$ cat src/hw/rtl/tcc_pkg.sv
// ----------------------------------------------------------------------------
// tcc_pkg
// Shared types, codes and the color palette of the text color code stack.
// ----------------------------------------------------------------------------
`default_nettype none

package tcc_pkg;

   localparam int CODE_W     = 7;
   localparam int ENTRY_W    = 8;
   localparam int LEVEL_W    = 7;
   localparam int COLOR_W    = 8;
   localparam int CSR_ADDR_W = 3;
   localparam int CSR_DATA_W = 8;
   localparam int PROD_W     = 15;

   localparam logic [CODE_W-1:0]  CODE_SAVE    = 7'h73;  // 's'
   localparam logic [CODE_W-1:0]  CODE_RESTORE = 7'h72;  // 'r'
   localparam logic [CODE_W-1:0]  CODE_BLINK   = 7'h62;  // 'b'
   localparam logic [ENTRY_W-1:0] CODE_DEFAULT = 8'h63;  // 'c'

   localparam logic [LEVEL_W-1:0] FULL_BRIGHT  = 7'd100;

   typedef enum logic [CSR_ADDR_W-1:0] {
      REG_USER_RED     = 3'd0,
      REG_USER_GREEN   = 3'd1,
      REG_USER_BLUE    = 3'd2,
      REG_BASE_ALPHA   = 3'd3,
      REG_BLINK_ENABLE = 3'd4
   } reg_index_type;

   typedef struct packed {
      logic [COLOR_W-1:0] user_red;
      logic [COLOR_W-1:0] user_green;
      logic [COLOR_W-1:0] user_blue;
      logic [COLOR_W-1:0] base_alpha;
      logic               blink_enable;
   } cfg_type;

   typedef struct packed {
      logic               push;
      logic               pop;
      logic               set;
      logic               negate;
      logic [ENTRY_W-1:0] value;
   } cmd_type;

   typedef struct packed {
      logic               hit;
      logic [COLOR_W-1:0] red;
      logic [COLOR_W-1:0] green;
      logic [COLOR_W-1:0] blue;
   } palette_type;

   function automatic palette_type palette_lookup(input logic [ENTRY_W-1:0] mag);
      palette_type p;
      logic [3*COLOR_W-1:0] rgb;
      p   = '0;
      rgb = '0;
      p.hit = 1'b1;
      case (mag)
         8'h30: rgb = 24'h02FF80;
         8'h31: rgb = 24'h60A0FF;
         8'h32: rgb = 24'hFFC040;
         8'h33: rgb = 24'hFF4040;
         8'h34: rgb = 24'h808080;
         8'h35: rgb = 24'hFFFFFF;
         8'h36: rgb = 24'h603000;
         8'h37: rgb = 24'h993333;
         8'h38: rgb = 24'hC040C0;
         8'h39: rgb = 24'hFF6600;
         8'h41: rgb = 24'hFFB7B7;
         8'h42: rgb = 24'hCC3333;
         8'h43: rgb = 24'h663333;
         8'h44: rgb = 24'hF8984E;
         8'h45: rgb = 24'hFFFFB7;
         8'h46: rgb = 24'hCCCC33;
         8'h47: rgb = 24'h666633;
         8'h48: rgb = 24'hCCFC58;
         8'h49: rgb = 24'hB7FFB7;
         8'h4A: rgb = 24'h33CC33;
         8'h4B: rgb = 24'h336633;
         8'h4C: rgb = 24'h3FFF98;
         8'h4D: rgb = 24'hB7FFFF;
         8'h4E: rgb = 24'h33CCCC;
         8'h4F: rgb = 24'h336666;
         8'h50: rgb = 24'h4FCCF8;
         8'h51: rgb = 24'hB7B7FF;
         8'h52: rgb = 24'h3333CC;
         8'h53: rgb = 24'h333366;
         8'h54: rgb = 24'hA049FF;
         8'h55: rgb = 24'hFFB7FF;
         8'h56: rgb = 24'hCC33CC;
         8'h57: rgb = 24'h663366;
         8'h58: rgb = 24'hFF01D5;
         8'h59: rgb = 24'hC7D1E2;
         8'h5A: rgb = 24'h323232;
         8'h75: rgb = 24'h78F078;
         8'h76: rgb = 24'h7878F0;
         8'h77: rgb = 24'hE6E66E;
         8'h78: rgb = 24'hFA6464;
         default: p.hit = 1'b0;
      endcase
      p.red   = rgb[23:16];
      p.green = rgb[15:8];
      p.blue  = rgb[7:0];
      return p;
   endfunction

endpackage

`default_nettype wire

$ cat src/hw/rtl/tcc_ifs.sv
// ----------------------------------------------------------------------------
// tcc_ifs
// Valid/ready channels of the text color code stack: codes, colors, csr writes.
// ----------------------------------------------------------------------------
`default_nettype none

interface tcc_req_if;
   logic                         valid;
   logic                         ready;
   logic [tcc_pkg::CODE_W-1:0]   code;
   logic [tcc_pkg::LEVEL_W-1:0]  blink_level;

   modport source (output valid, code, blink_level, input ready);
   modport sink   (input valid, code, blink_level, output ready);
endinterface

interface tcc_rsp_if;
   logic                         valid;
   logic                         ready;
   logic [tcc_pkg::COLOR_W-1:0]  red;
   logic [tcc_pkg::COLOR_W-1:0]  green;
   logic [tcc_pkg::COLOR_W-1:0]  blue;
   logic [tcc_pkg::COLOR_W-1:0]  alpha;

   modport source (output valid, red, green, blue, alpha, input ready);
   modport sink   (input valid, red, green, blue, alpha, output ready);
endinterface

interface tcc_csr_if;
   logic                           valid;
   logic                           ready;
   logic [tcc_pkg::CSR_ADDR_W-1:0] index;
   logic [tcc_pkg::CSR_DATA_W-1:0] data;

   modport source (output valid, index, data, input ready);
   modport sink   (input valid, index, data, output ready);
endinterface

`default_nettype wire

$ cat src/hw/rtl/tcc_cell.sv
// ----------------------------------------------------------------------------
// tcc_cell
// One stack slot; shifts toward its neighbors on push and pop, the top slot also takes set and negate.
// ----------------------------------------------------------------------------
`default_nettype none

module tcc_cell #(
   parameter bit TOP = 1'b0
) (
   input  wire logic                         clock,
   input  wire logic                         reset,
   input  wire tcc_pkg::cmd_type             cmd,
   input  wire logic [tcc_pkg::ENTRY_W-1:0]  above,
   input  wire logic [tcc_pkg::ENTRY_W-1:0]  below,
   output logic      [tcc_pkg::ENTRY_W-1:0]  value,
   output logic      [tcc_pkg::ENTRY_W-1:0]  value_next
);
   import tcc_pkg::*;

   logic [ENTRY_W-1:0] value_ff;
   logic [ENTRY_W-1:0] value_in;

   always_comb begin
      value_in = value_ff;
      if (TOP) begin
         // the top slot keeps its value on push, the copy goes below
         if (cmd.set) begin
            value_in = cmd.value;
         end else if (cmd.negate) begin
            value_in = 8'(8'd0 - value_ff);
         end else if (cmd.pop) begin
            value_in = below;
         end
      end else begin
         if (cmd.push) begin
            value_in = above;
         end else if (cmd.pop) begin
            value_in = below;
         end
      end
   end

   always_ff @(posedge clock) begin
      if (TOP && reset) begin
         value_ff <= CODE_DEFAULT;
      end else begin
         value_ff <= value_in;
      end
   end

   assign value      = value_ff;
   assign value_next = value_in;

endmodule

`default_nettype wire

$ cat src/hw/rtl/tcc_stack.sv
// ----------------------------------------------------------------------------
// tcc_stack
// Row of stack cells with the current entry in the first cell, plus depth count.
// ----------------------------------------------------------------------------
`default_nettype none

module tcc_stack #(
   parameter int STACK_DEPTH = 10
) (
   input  wire logic                         clock,
   input  wire logic                         reset,
   input  wire logic                         accept,
   input  wire logic [tcc_pkg::CODE_W-1:0]   code,
   input  wire logic                         blink_enable,
   output logic      [tcc_pkg::ENTRY_W-1:0]  top_next
);
   import tcc_pkg::*;

   localparam int TOP_W = $clog2(STACK_DEPTH);

   logic [TOP_W-1:0]   top_ff;
   logic [TOP_W-1:0]   top_in;
   cmd_type            cmd;
   logic [ENTRY_W-1:0] cell_q [STACK_DEPTH];
   logic [ENTRY_W-1:0] cell_d [STACK_DEPTH];

   always_comb begin
      cmd        = '0;
      cmd.value  = {1'b0, code};
      cmd.push   = accept && (code == CODE_SAVE) && (top_ff != TOP_W'(STACK_DEPTH - 1));
      cmd.pop    = accept && (code == CODE_RESTORE) && (top_ff != '0);
      cmd.negate = accept && (code == CODE_BLINK) && blink_enable;
      cmd.set    = accept && (code != CODE_SAVE) && (code != CODE_RESTORE)
                   && (code != CODE_BLINK);
   end

   always_comb begin
      top_in = top_ff;
      if (cmd.push) begin
         top_in = top_ff + 1'b1;
      end else if (cmd.pop) begin
         top_in = top_ff - 1'b1;
      end
   end

   always_ff @(posedge clock) begin
      if (reset) begin
         top_ff <= '0;
      end else begin
         top_ff <= top_in;
      end
   end

   for (genvar i = 0; i < STACK_DEPTH; i++) begin : g_cell
      logic [ENTRY_W-1:0] above;
      logic [ENTRY_W-1:0] below;

      if (i == 0) begin : g_first
         assign above = cell_q[i];
      end else begin : g_mid
         assign above = cell_q[i-1];
      end
      if (i == STACK_DEPTH - 1) begin : g_last
         assign below = cell_q[i];
      end else begin : g_inner
         assign below = cell_q[i+1];
      end

      tcc_cell #(
         .TOP (i == 0)
      ) u_cell (
         .clock      (clock),
         .reset      (reset),
         .cmd        (cmd),
         .above      (above),
         .below      (below),
         .value      (cell_q[i]),
         .value_next (cell_d[i])
      );
   end

   assign top_next = cell_d[0];

endmodule

`default_nettype wire

$ cat src/hw/rtl/tcc_color.sv
// ----------------------------------------------------------------------------
// tcc_color
// Palette lookup and alpha scaling of the current entry, two register stages.
// ----------------------------------------------------------------------------
`default_nettype none

module tcc_color (
   input  wire logic                         clock,
   input  wire logic                         reset,
   input  wire tcc_pkg::cfg_type             cfg,
   input  wire logic                         in_valid,
   output logic                              in_ready,
   input  wire logic [tcc_pkg::ENTRY_W-1:0]  entry,
   input  wire logic [tcc_pkg::LEVEL_W-1:0]  level,
   output logic                              out_valid,
   input  wire logic                         out_ready,
   output logic      [tcc_pkg::COLOR_W-1:0]  red,
   output logic      [tcc_pkg::COLOR_W-1:0]  green,
   output logic      [tcc_pkg::COLOR_W-1:0]  blue,
   output logic      [tcc_pkg::COLOR_W-1:0]  alpha
);
   import tcc_pkg::*;

   // floor(x / 100) == (x * 5243) >> 19 for every x below 43690
   localparam logic [12:0] RECIP_100 = 13'd5243;
   localparam int          SCALE_W   = PROD_W + 13;

   logic               out_load;
   logic               mid_take;

   logic [ENTRY_W-1:0] mag;
   palette_type        pal;
   logic [LEVEL_W-1:0] bright;

   logic               mid_valid_ff, mid_valid_in;
   logic [COLOR_W-1:0] mid_red_ff, mid_red_in;
   logic [COLOR_W-1:0] mid_green_ff, mid_green_in;
   logic [COLOR_W-1:0] mid_blue_ff, mid_blue_in;
   logic [PROD_W-1:0]  mid_prod_ff, mid_prod_in;

   logic               out_valid_ff, out_valid_in;
   logic [COLOR_W-1:0] out_red_ff, out_green_ff, out_blue_ff, out_alpha_ff;
   logic [SCALE_W-1:0] scaled;

   assign out_load = !out_valid_ff || out_ready;
   assign mid_take = !mid_valid_ff || out_load;
   assign in_ready = mid_take;

   // stage one: magnitude, palette, brightness, product
   always_comb begin
      mag    = entry[ENTRY_W-1] ? 8'(8'd0 - entry) : entry;
      pal    = palette_lookup(mag);
      if ((entry != '0) && !entry[ENTRY_W-1]) begin
         bright = FULL_BRIGHT;
      end else if (level > FULL_BRIGHT) begin
         bright = FULL_BRIGHT;
      end else begin
         bright = level;
      end
      mid_red_in   = pal.hit ? pal.red   : cfg.user_red;
      mid_green_in = pal.hit ? pal.green : cfg.user_green;
      mid_blue_in  = pal.hit ? pal.blue  : cfg.user_blue;
      mid_prod_in  = PROD_W'(cfg.base_alpha) * PROD_W'(bright);
      mid_valid_in = mid_take ? in_valid : mid_valid_ff;
   end

   always_ff @(posedge clock) begin
      if (reset) begin
         mid_valid_ff <= 1'b0;
      end else begin
         mid_valid_ff <= mid_valid_in;
      end
   end

   always_ff @(posedge clock) begin
      if (mid_take) begin
         mid_red_ff   <= mid_red_in;
         mid_green_ff <= mid_green_in;
         mid_blue_ff  <= mid_blue_in;
         mid_prod_ff  <= mid_prod_in;
      end
   end

   // stage two: divide the product by 100
   assign scaled       = SCALE_W'(mid_prod_ff) * SCALE_W'(RECIP_100);
   assign out_valid_in = out_load ? mid_valid_ff : out_valid_ff;

   always_ff @(posedge clock) begin
      if (reset) begin
         out_valid_ff <= 1'b0;
      end else begin
         out_valid_ff <= out_valid_in;
      end
   end

   always_ff @(posedge clock) begin
      if (out_load) begin
         out_red_ff   <= mid_red_ff;
         out_green_ff <= mid_green_ff;
         out_blue_ff  <= mid_blue_ff;
         out_alpha_ff <= scaled[26:19];
      end
   end

   assign out_valid = out_valid_ff;
   assign red       = out_red_ff;
   assign green     = out_green_ff;
   assign blue      = out_blue_ff;
   assign alpha     = out_alpha_ff;

endmodule

`default_nettype wire

$ cat src/hw/rtl/text_color_code_stack_core.sv
// ----------------------------------------------------------------------------
// text_color_code_stack_core: one code transaction per cycle while the color path does not stall
// every code but save gives one color transaction; save gives none
// the stack cells update in the cycle of the code, the color path is three registers
// synchronous reset: empty pipeline, top slot 'c', depth zero, registers at defaults
// ----------------------------------------------------------------------------
`default_nettype none

module text_color_code_stack_core #(
   parameter int STACK_DEPTH = 10
) (
   input  wire logic  clock,
   input  wire logic  reset,
   tcc_req_if.sink    req_ch,
   tcc_rsp_if.source  rsp_ch,
   tcc_csr_if.sink    csr_ch
);
   import tcc_pkg::*;

   cfg_type            cfg_ff;
   cfg_type            cfg_in;

   logic               req_accept;
   logic               color_ready;
   logic [ENTRY_W-1:0] top_next;

   logic               s1_valid_ff, s1_valid_in;
   logic [ENTRY_W-1:0] s1_entry_ff;
   logic [LEVEL_W-1:0] s1_level_ff;

   // configuration writes
   assign csr_ch.ready = !reset;

   always_comb begin
      cfg_in = cfg_ff;
      if (csr_ch.valid && csr_ch.ready) begin
         case (csr_ch.index)
            REG_USER_RED:     cfg_in.user_red     = csr_ch.data;
            REG_USER_GREEN:   cfg_in.user_green   = csr_ch.data;
            REG_USER_BLUE:    cfg_in.user_blue    = csr_ch.data;
            REG_BASE_ALPHA:   cfg_in.base_alpha   = csr_ch.data;
            REG_BLINK_ENABLE: cfg_in.blink_enable = csr_ch.data[0];
            default:          cfg_in = cfg_ff;
         endcase
      end
   end

   always_ff @(posedge clock) begin
      if (reset) begin
         cfg_ff.user_red     <= 8'hFF;
         cfg_ff.user_green   <= 8'hFF;
         cfg_ff.user_blue    <= 8'hFF;
         cfg_ff.base_alpha   <= 8'hFF;
         cfg_ff.blink_enable <= 1'b0;
      end else begin
         cfg_ff <= cfg_in;
      end
   end

   // code transactions
   assign req_ch.ready = !reset && (!s1_valid_ff || color_ready);
   assign req_accept   = req_ch.valid && req_ch.ready;

   tcc_stack #(
      .STACK_DEPTH (STACK_DEPTH)
   ) u_stack (
      .clock        (clock),
      .reset        (reset),
      .accept       (req_accept),
      .code         (req_ch.code),
      .blink_enable (cfg_ff.blink_enable),
      .top_next     (top_next)
   );

   // save codes update the stack only
   always_comb begin
      s1_valid_in = s1_valid_ff && !color_ready;
      if (req_accept) begin
         s1_valid_in = (req_ch.code != CODE_SAVE);
      end
   end

   always_ff @(posedge clock) begin
      if (reset) begin
         s1_valid_ff <= 1'b0;
      end else begin
         s1_valid_ff <= s1_valid_in;
      end
   end

   always_ff @(posedge clock) begin
      if (req_accept) begin
         s1_entry_ff <= top_next;
         s1_level_ff <= req_ch.blink_level;
      end
   end

   tcc_color u_color (
      .clock     (clock),
      .reset     (reset),
      .cfg       (cfg_ff),
      .in_valid  (s1_valid_ff),
      .in_ready  (color_ready),
      .entry     (s1_entry_ff),
      .level     (s1_level_ff),
      .out_valid (rsp_ch.valid),
      .out_ready (rsp_ch.ready),
      .red       (rsp_ch.red),
      .green     (rsp_ch.green),
      .blue      (rsp_ch.blue),
      .alpha     (rsp_ch.alpha)
   );

endmodule

`default_nettype wire

$ cat src/flat_wrapper.sv
// flat-port wrapper written by rule: the top's interface ports become plain ports
module text_color_code_stack_core_flat import tcc_pkg::*;
#(
   parameter int STACK_DEPTH = 10
)
  (clock, reset, req_ch_valid, req_ch_code, req_ch_blink_level, req_ch_ready, rsp_ch_valid, rsp_ch_red, rsp_ch_green, rsp_ch_blue, rsp_ch_alpha, rsp_ch_ready, csr_ch_valid, csr_ch_index, csr_ch_data, csr_ch_ready);
  tcc_req_if req_ch_i ();
  tcc_rsp_if rsp_ch_i ();
  tcc_csr_if csr_ch_i ();
  input  wire logic clock;
  input  wire logic reset;
  input wire logic [$bits(req_ch_i.valid)-1:0] req_ch_valid;
  input wire logic [$bits(req_ch_i.code)-1:0] req_ch_code;
  input wire logic [$bits(req_ch_i.blink_level)-1:0] req_ch_blink_level;
  output wire logic [$bits(req_ch_i.ready)-1:0] req_ch_ready;
  output wire logic [$bits(rsp_ch_i.valid)-1:0] rsp_ch_valid;
  output wire logic [$bits(rsp_ch_i.red)-1:0] rsp_ch_red;
  output wire logic [$bits(rsp_ch_i.green)-1:0] rsp_ch_green;
  output wire logic [$bits(rsp_ch_i.blue)-1:0] rsp_ch_blue;
  output wire logic [$bits(rsp_ch_i.alpha)-1:0] rsp_ch_alpha;
  input wire logic [$bits(rsp_ch_i.ready)-1:0] rsp_ch_ready;
  input wire logic [$bits(csr_ch_i.valid)-1:0] csr_ch_valid;
  input wire logic [$bits(csr_ch_i.index)-1:0] csr_ch_index;
  input wire logic [$bits(csr_ch_i.data)-1:0] csr_ch_data;
  output wire logic [$bits(csr_ch_i.ready)-1:0] csr_ch_ready;
  assign req_ch_i.valid = req_ch_valid;
  assign req_ch_i.code = req_ch_code;
  assign req_ch_i.blink_level = req_ch_blink_level;
  assign req_ch_ready = req_ch_i.ready;
  assign rsp_ch_valid = rsp_ch_i.valid;
  assign rsp_ch_red = rsp_ch_i.red;
  assign rsp_ch_green = rsp_ch_i.green;
  assign rsp_ch_blue = rsp_ch_i.blue;
  assign rsp_ch_alpha = rsp_ch_i.alpha;
  assign rsp_ch_i.ready = rsp_ch_ready;
  assign csr_ch_i.valid = csr_ch_valid;
  assign csr_ch_i.index = csr_ch_index;
  assign csr_ch_i.data = csr_ch_data;
  assign csr_ch_ready = csr_ch_i.ready;
  text_color_code_stack_core #(.STACK_DEPTH(STACK_DEPTH)) u_core (.clock(clock), .reset(reset), .req_ch(req_ch_i), .rsp_ch(rsp_ch_i), .csr_ch(csr_ch_i));
endmodule
$ cat config.mk
export PLATFORM = sky130hd
export DESIGN_NAME = text_color_code_stack_core_flat
export DESIGN_NICKNAME = d
export VERILOG_FILES = /design/src/hw/rtl/tcc_pkg.sv /design/src/hw/rtl/tcc_ifs.sv /design/src/hw/rtl/tcc_cell.sv /design/src/hw/rtl/tcc_stack.sv /design/src/hw/rtl/tcc_color.sv /design/src/hw/rtl/text_color_code_stack_core.sv /design/src/flat_wrapper.sv
export SDC_FILE = /design/constraint.sdc
export NUM_CORES = 1
export LEC_CHECK = 0
export ABC_CLOCK_PERIOD_IN_PS = 17600
export BUFFER_PORTS_ARGS = -buffer_cell sky130_fd_sc_hd__buf_2
export CAP_MARGIN = 10
export CORE_MARGIN = 2
export CORE_UTILIZATION = 55
export CTS_CLUSTER_SIZE = 28
export DETAILED_ROUTE_END_ITERATION = 6
export GPL_ROUTABILITY_DRIVEN = 0
export MAX_ROUTING_LAYER = met4
export PLACE_DENSITY = 0.77
export SYNTH_ARGS = -nofsm -noshare
export SYNTH_HDL_FRONTEND = slang
export SYNTH_HIERARCHICAL = 1
export SYNTH_SLANG_ARGS = --single-unit
$ cat constraint.sdc
create_clock -name clock -period 17.6 [get_ports clock]
set_input_delay 1.76 -clock clock [delete_from_list [all_inputs] [get_ports clock]]
set_output_delay 1.76 -clock clock [all_outputs]
set_load 0.02 [all_outputs]
# Yosys cells after proc, flatten, opt, wreduce, memory -nomap -nowiden
# Cells that the tools add are included.
# op_classes
add_sub_neg	4
mul	2
magnitude_cmp	1
eq_ne	51
muxes	30
n_reduce_logical	33
# ops
operator	n
$pmux 24 s40	1
$eq 8x7->1 const B	30
$mux 8	23
$eq 8x6->1 const B	10
$reduce_or 40->1	1
$mul 15x13->27 const B	1
$eq 7x7->1 const B	3
$ne 7x7->1 const B	3
$sub 1x8->8 const A	2
$mul 8x7->15	1
$logic_and 1x1->1	14
$mux 7	2
$reduce_and 2->1	5
$mux 4	2
$reduce_bool 8->1	1
$gt 7x7->1 const B	1
$eq 3x2->1 const B	2
$logic_not 1->1	6
$add 4x1->4 const B	1
$ne 4x4->1 const B	1
$reduce_bool 4->1	1
$sub 4x1->4 const B	1
$eq 3x1->1 const B	1
$eq 3x3->1 const B	1
other kinds (4)	7
# totals
ff_bits	206
in_bits	30

# Longest topological paths before layout
# logic_depth
depth_word	11
depth_mapped	24
depth_no_buf	22

# Modules after synthesis
# Netlist, hierarchy kept.
# by_module_without_submodules
mod	instances	cells_each	area_per_inst_um2	seq_area_each_um2
tcc_color	1	976	9441.6	2172.1
tcc_cell at u_core.u_stack.g_cell[1].u_cell ...	9	34	332.8	160.2
text_color_code_stack_core	1	146	1761.7	1131.1
tcc_cell at u_core.u_stack.g_cell[0].u_cell	1	74	601.8	160.2
tcc_stack	1	46	386.6	80.1

# Least setup slack after synthesis
# Ideal clock, no wire load.
# synth_path
kind	input port to flip-flop
from	input rsp_ch_ready
to	register u_core.s1_entry_ff[5], data pin
setup_ns	0.254
arrival_ns	5.777
path_slack_ns	11.569
cell_stages	10
n_path_buf	1
path_cell_list	nor2b_1 -> nand2_1 -> nand2b_1 -> and3_1 -> nand4_4 -> nor3_1 -> buf_2 -> mux2_2 -> a22o_1 -> a21o_1
# synth_lines
element	line_no	rtl
start, declared	flat_wrapper.sv:21	input wire logic [$bits(rsp_ch_i.ready)-1:0] rsp_ch_ready;
end signal, assigned	text_color_code_stack_core.sv:93	s1_entry_ff <= top_next;
end, declared	text_color_code_stack_core.sv:28	logic [ENTRY_W-1:0] s1_entry_ff;

# Worst setup path in the final report
# layout_path
from	register u_core.s1_entry_ff[0]
to	register u_core.u_color.mid_prod_ff[12], data pin
# layout_between
elab_chain_len	4
# layout_lines
element	line_no	rtl
$reduce_bool 8->1	tcc_color.sv:53	if ((entry != '0) && !entry[ENTRY_W-1]) begin
$logic_and 1x1->1	tcc_color.sv:53	
$mux 7	tcc_color.sv:53	
$mul 8x7->15	tcc_color.sv:63	mid_prod_in = PROD_W'(cfg.base_alpha) * PROD_W'(bright);
net u_core.u_color.mid_prod_in[12]	tcc_color.sv:39	logic [PROD_W-1:0] mid_prod_ff, mid_prod_in;
end signal, assigned	tcc_color.sv:80	mid_prod_ff <= mid_prod_in;
end, declared	tcc_color.sv:39	
# The timed path passes the listed nets, and every way through them passes these cells.
# A chain may end at the register's enable or synchronous reset.

==> impl_metrics.toml <==
[sta]
fin_skew_ps = 22.4
tightest_slew_ps = 1250
slew_headroom_pct = 16.1
fin_crit_sh_pct = 38.3
finalSetupViolCount = 0
fin_tns_setup_ps = 0
rsz0062_at_grt = "false"
fmax_ghz = 0.148
finalCriticalPeriod_ps = 6750
slew_violations = 0
hold_viol_final = 0

[route]
wl_um = 32500
drtIter0Drc = 1280
ant_nets = 0
drc = 4
avgViaCountPerCell = 5.84
wl_per_cell_um = 16.7
first_pass_iters = 7
vias = 11400

[global_route]
grt_antenna_before_repair = 0
track_usage_pct = 23.4
gr-total-overflow = 0
grt_pass1_wl_um = 54100
grt_pass1_vias = 11200
grt_max_degree = 97

[min_path]
hold_class = "flip-flop to flip-flop"

[run_status]
violations = "design-rule violations"
outcome = "complete, but fails checks"

[clock_tree]
cts.sinks = 206
numCtsBuffers = 24
insertion_delay_ps = 530
cts_setup_buffers = 0
cts_tree = "yes"
cts_root_buf = "clkbuf_16"
postCtsHoldBufs = 0
ctsResizeCount = 0
cts.htree.levels = 1
cts.path.max_buffers = 3
path_clk_slew_ps = 60

[die]
rows = 60
coreArea_um2 = 27000
fp.dieW_um = 170
die_area_um2 = 29000
die_h_um = 170
ios = 65
initial_core_util_pct = 56.2

[setup_path]
slowest_stage = "a31oi_1"
cp.arrival_ps = 7010
critPathRequiredTime_ps = 17870
path_cells = "inv_1 -> ha_1 -> nor2b_1 -> a31oi_1 -> a31oi_1 -> nor2b_1 -> nor2b_1 -> fa_1 -> inv_1 -> fa_1 -> inv_1 -> fa_1 -> inv_1 -> fa_1 -> inv_1 -> ha_1 -> nor2b_1 -> o211ai_1 -> nand2_1 -> a41oi_1 -> nor2b_1 -> xnor2_1"
crit_type = "flip-flop to flip-flop"
slowest_delay_ps = 630
crit_fanout = 14
critPathLaunchType = "flip-flop"
worstSetupEndpointType = "flip-flop"

[placement]
dp_hpwl_um = 24200
port_buffers = 64

[cells_and_area]
drive_gt1_share_pct = 8.64
diodes = 0
filler_cell_count = 2263
final_nets = 1856
area_delta_synth_final_pct = 8.35

[job]
cap_violations = 0

[synth]
synth-seq-cells = 206
netlist_area_um2 = 15200
synth_edf_count = 86
ys_seq_area_share_pct = 32.8
ys_warn_count = 6
synthCells = 1548
syn_nets = 1813
synthDistinctLibCells = 84
ys.flop_type = "dfxtp_1"
ys_top_cells_by_count = "inv_1 (187), nand2_1 (147), ha_1 (137), dfxtp_1 (120), mux2i_1 (111)"
synth_async_sr_flop_share_pct = 0
synth_top_cell_by_area = "edfxtp_1"
ys_top_cells_by_area = "edfxtp_1 (17%), dfxtp_1 (16%), fa_1 (13%)"
synth_top_area_share_pct = 17.0
syn_area_per_cell_um2 = 9.81
yosysMostFrequentCell = "inv_1"
-- stage by stage --
step                      setup slack, ps  area [um2]  instances  hold slack (ps)  utilization, %
after floorplan                     11570       15200       1548              400               -
after global placement              11180       15600       1906              400            57.8
after detailed placement            10950       15600       1906              405            57.8
after CTS                           10880       16500       1950              420            60.9
after global routing                10340       16500       1950              428            60.9
final                               10850       16500       1950              419            60.9
-- placed cells by master (no fill, tap or decap), types with 4 or more instances in the layout --
cell       netlist  layout
a2111o_1         9       9
or3_1            8       8
o31ai_1          7       7
or2_2            6       6
nand2_1        147     147
nor2b_1         24      24
nor4_1           5       5
mux2i_1        111     111
nor2_1          96      96
o21a_1           5       5
a22oi_1          8       8
a211oi_1         6       6
edfxtp_1        86      86
nor3_1          17      16
and2_1          17      17
o21ai_0         46      46
a32oi_1          5       5
buf_4            1      10
o211ai_1        14      14
a31oi_1          8       8
inv_1          187     186
and3_1          26      26
xor2_1           9       9
clkbuf_1        20       4
bufinv_16        0       4
nand2b_1         9       9
ha_1           137     137
nor3b_1          5       5
a21o_1          19      19
dfxtp_1        120     120
clkbuf_16        0      25
a211o_1         13      13
fa_1            98      98
buf_2           14      64
xnor2_1         21      21
o21ai_1         75      75
a21oi_1         50      50
nand3_1         18      18
nand4_1         10      10
-- sequential cells by signal, summed over array words and instances (netlist names), 8 cells and up --
signal and cells:
u_core/u_color/red 8, u_core/u_color/mid_blue_ff 8, u_core/u_color/mid_red_ff 8, u_core/u_color/alpha 8
u_core/u_color/blue 8, u_core/u_color/mid_prod_ff 15, u_core/u_color/mid_green_ff 8, u_core/s1_entry_ff 8
u_core/u_stack/g_cell.u_cell/value 80, u_core/u_color/green 8, u_core/cfg_ff 33
-- critical path, delay by kind of cell (launching register included) --
family	cells	cell delay [ps]
adder cells (fa/ha/maj)	6	2740
AND/OR/NAND/NOR	6	1420
AO/OA/AOI/OAI	4	1270
flip-flops	1	550
buffers and inverters	5	430
XOR/XNOR	1	70
-- routing by layer --
layer  vias up  track usage, %  part of all wire [%]
met5         -               -                     0
met2       466            38.3                    47
li1       5473               -                     -
met3       112            4.16                   7.0
met1      5335            29.8                    43
met4         0            6.95                   3.2
-- logic make-up (layout without fill, tap and decap cells) --
logic type      after synthesis  in the layout  synth area share (%)
mux                         114            114                  7.54
simple gates                414            414                  13.4
other cells                   1              1                0.0247
compound gates              304            304                  13.0
xor+xnor                     30             30                  1.73
buf+inv                     244            305                  7.26
flops                       206            206                  32.8
fa+ha+maj                   235            235                  24.2
-- final cells by class --
cell class	count	area [um2]	share of cell area, %
inverters	187	704	4.28
flip-flops and latches	206	4980	30.3
well taps	341	427	2.59
multi-input cells	1098	9100	55.3
clock inverters	15	198	1.20
repair buffers	74	395	2.40
clock buffers	29	641	3.89
-- path summary, 6_finish.rpt --
kind	from	to	slack, ps	depth (start not counted)
worst max-delay path	u_core/s1_entry_ff[0]	u_core/u_color/mid_prod_ff[12]	10850	22
worst min-delay path	u_core/u_color/mid_blue_ff[5]	u_core/u_color/blue[5]	420	0
worst max register to register	u_core/s1_entry_ff[0]	u_core/u_color/mid_prod_ff[12]	10850	22
worst min register to register	u_core/u_color/mid_blue_ff[5]	u_core/u_color/blue[5]	420	0
Power is left out: the tool's default activity adds up to more than one toggle a clock period on the data nets, which glitch-free logic cannot reach.
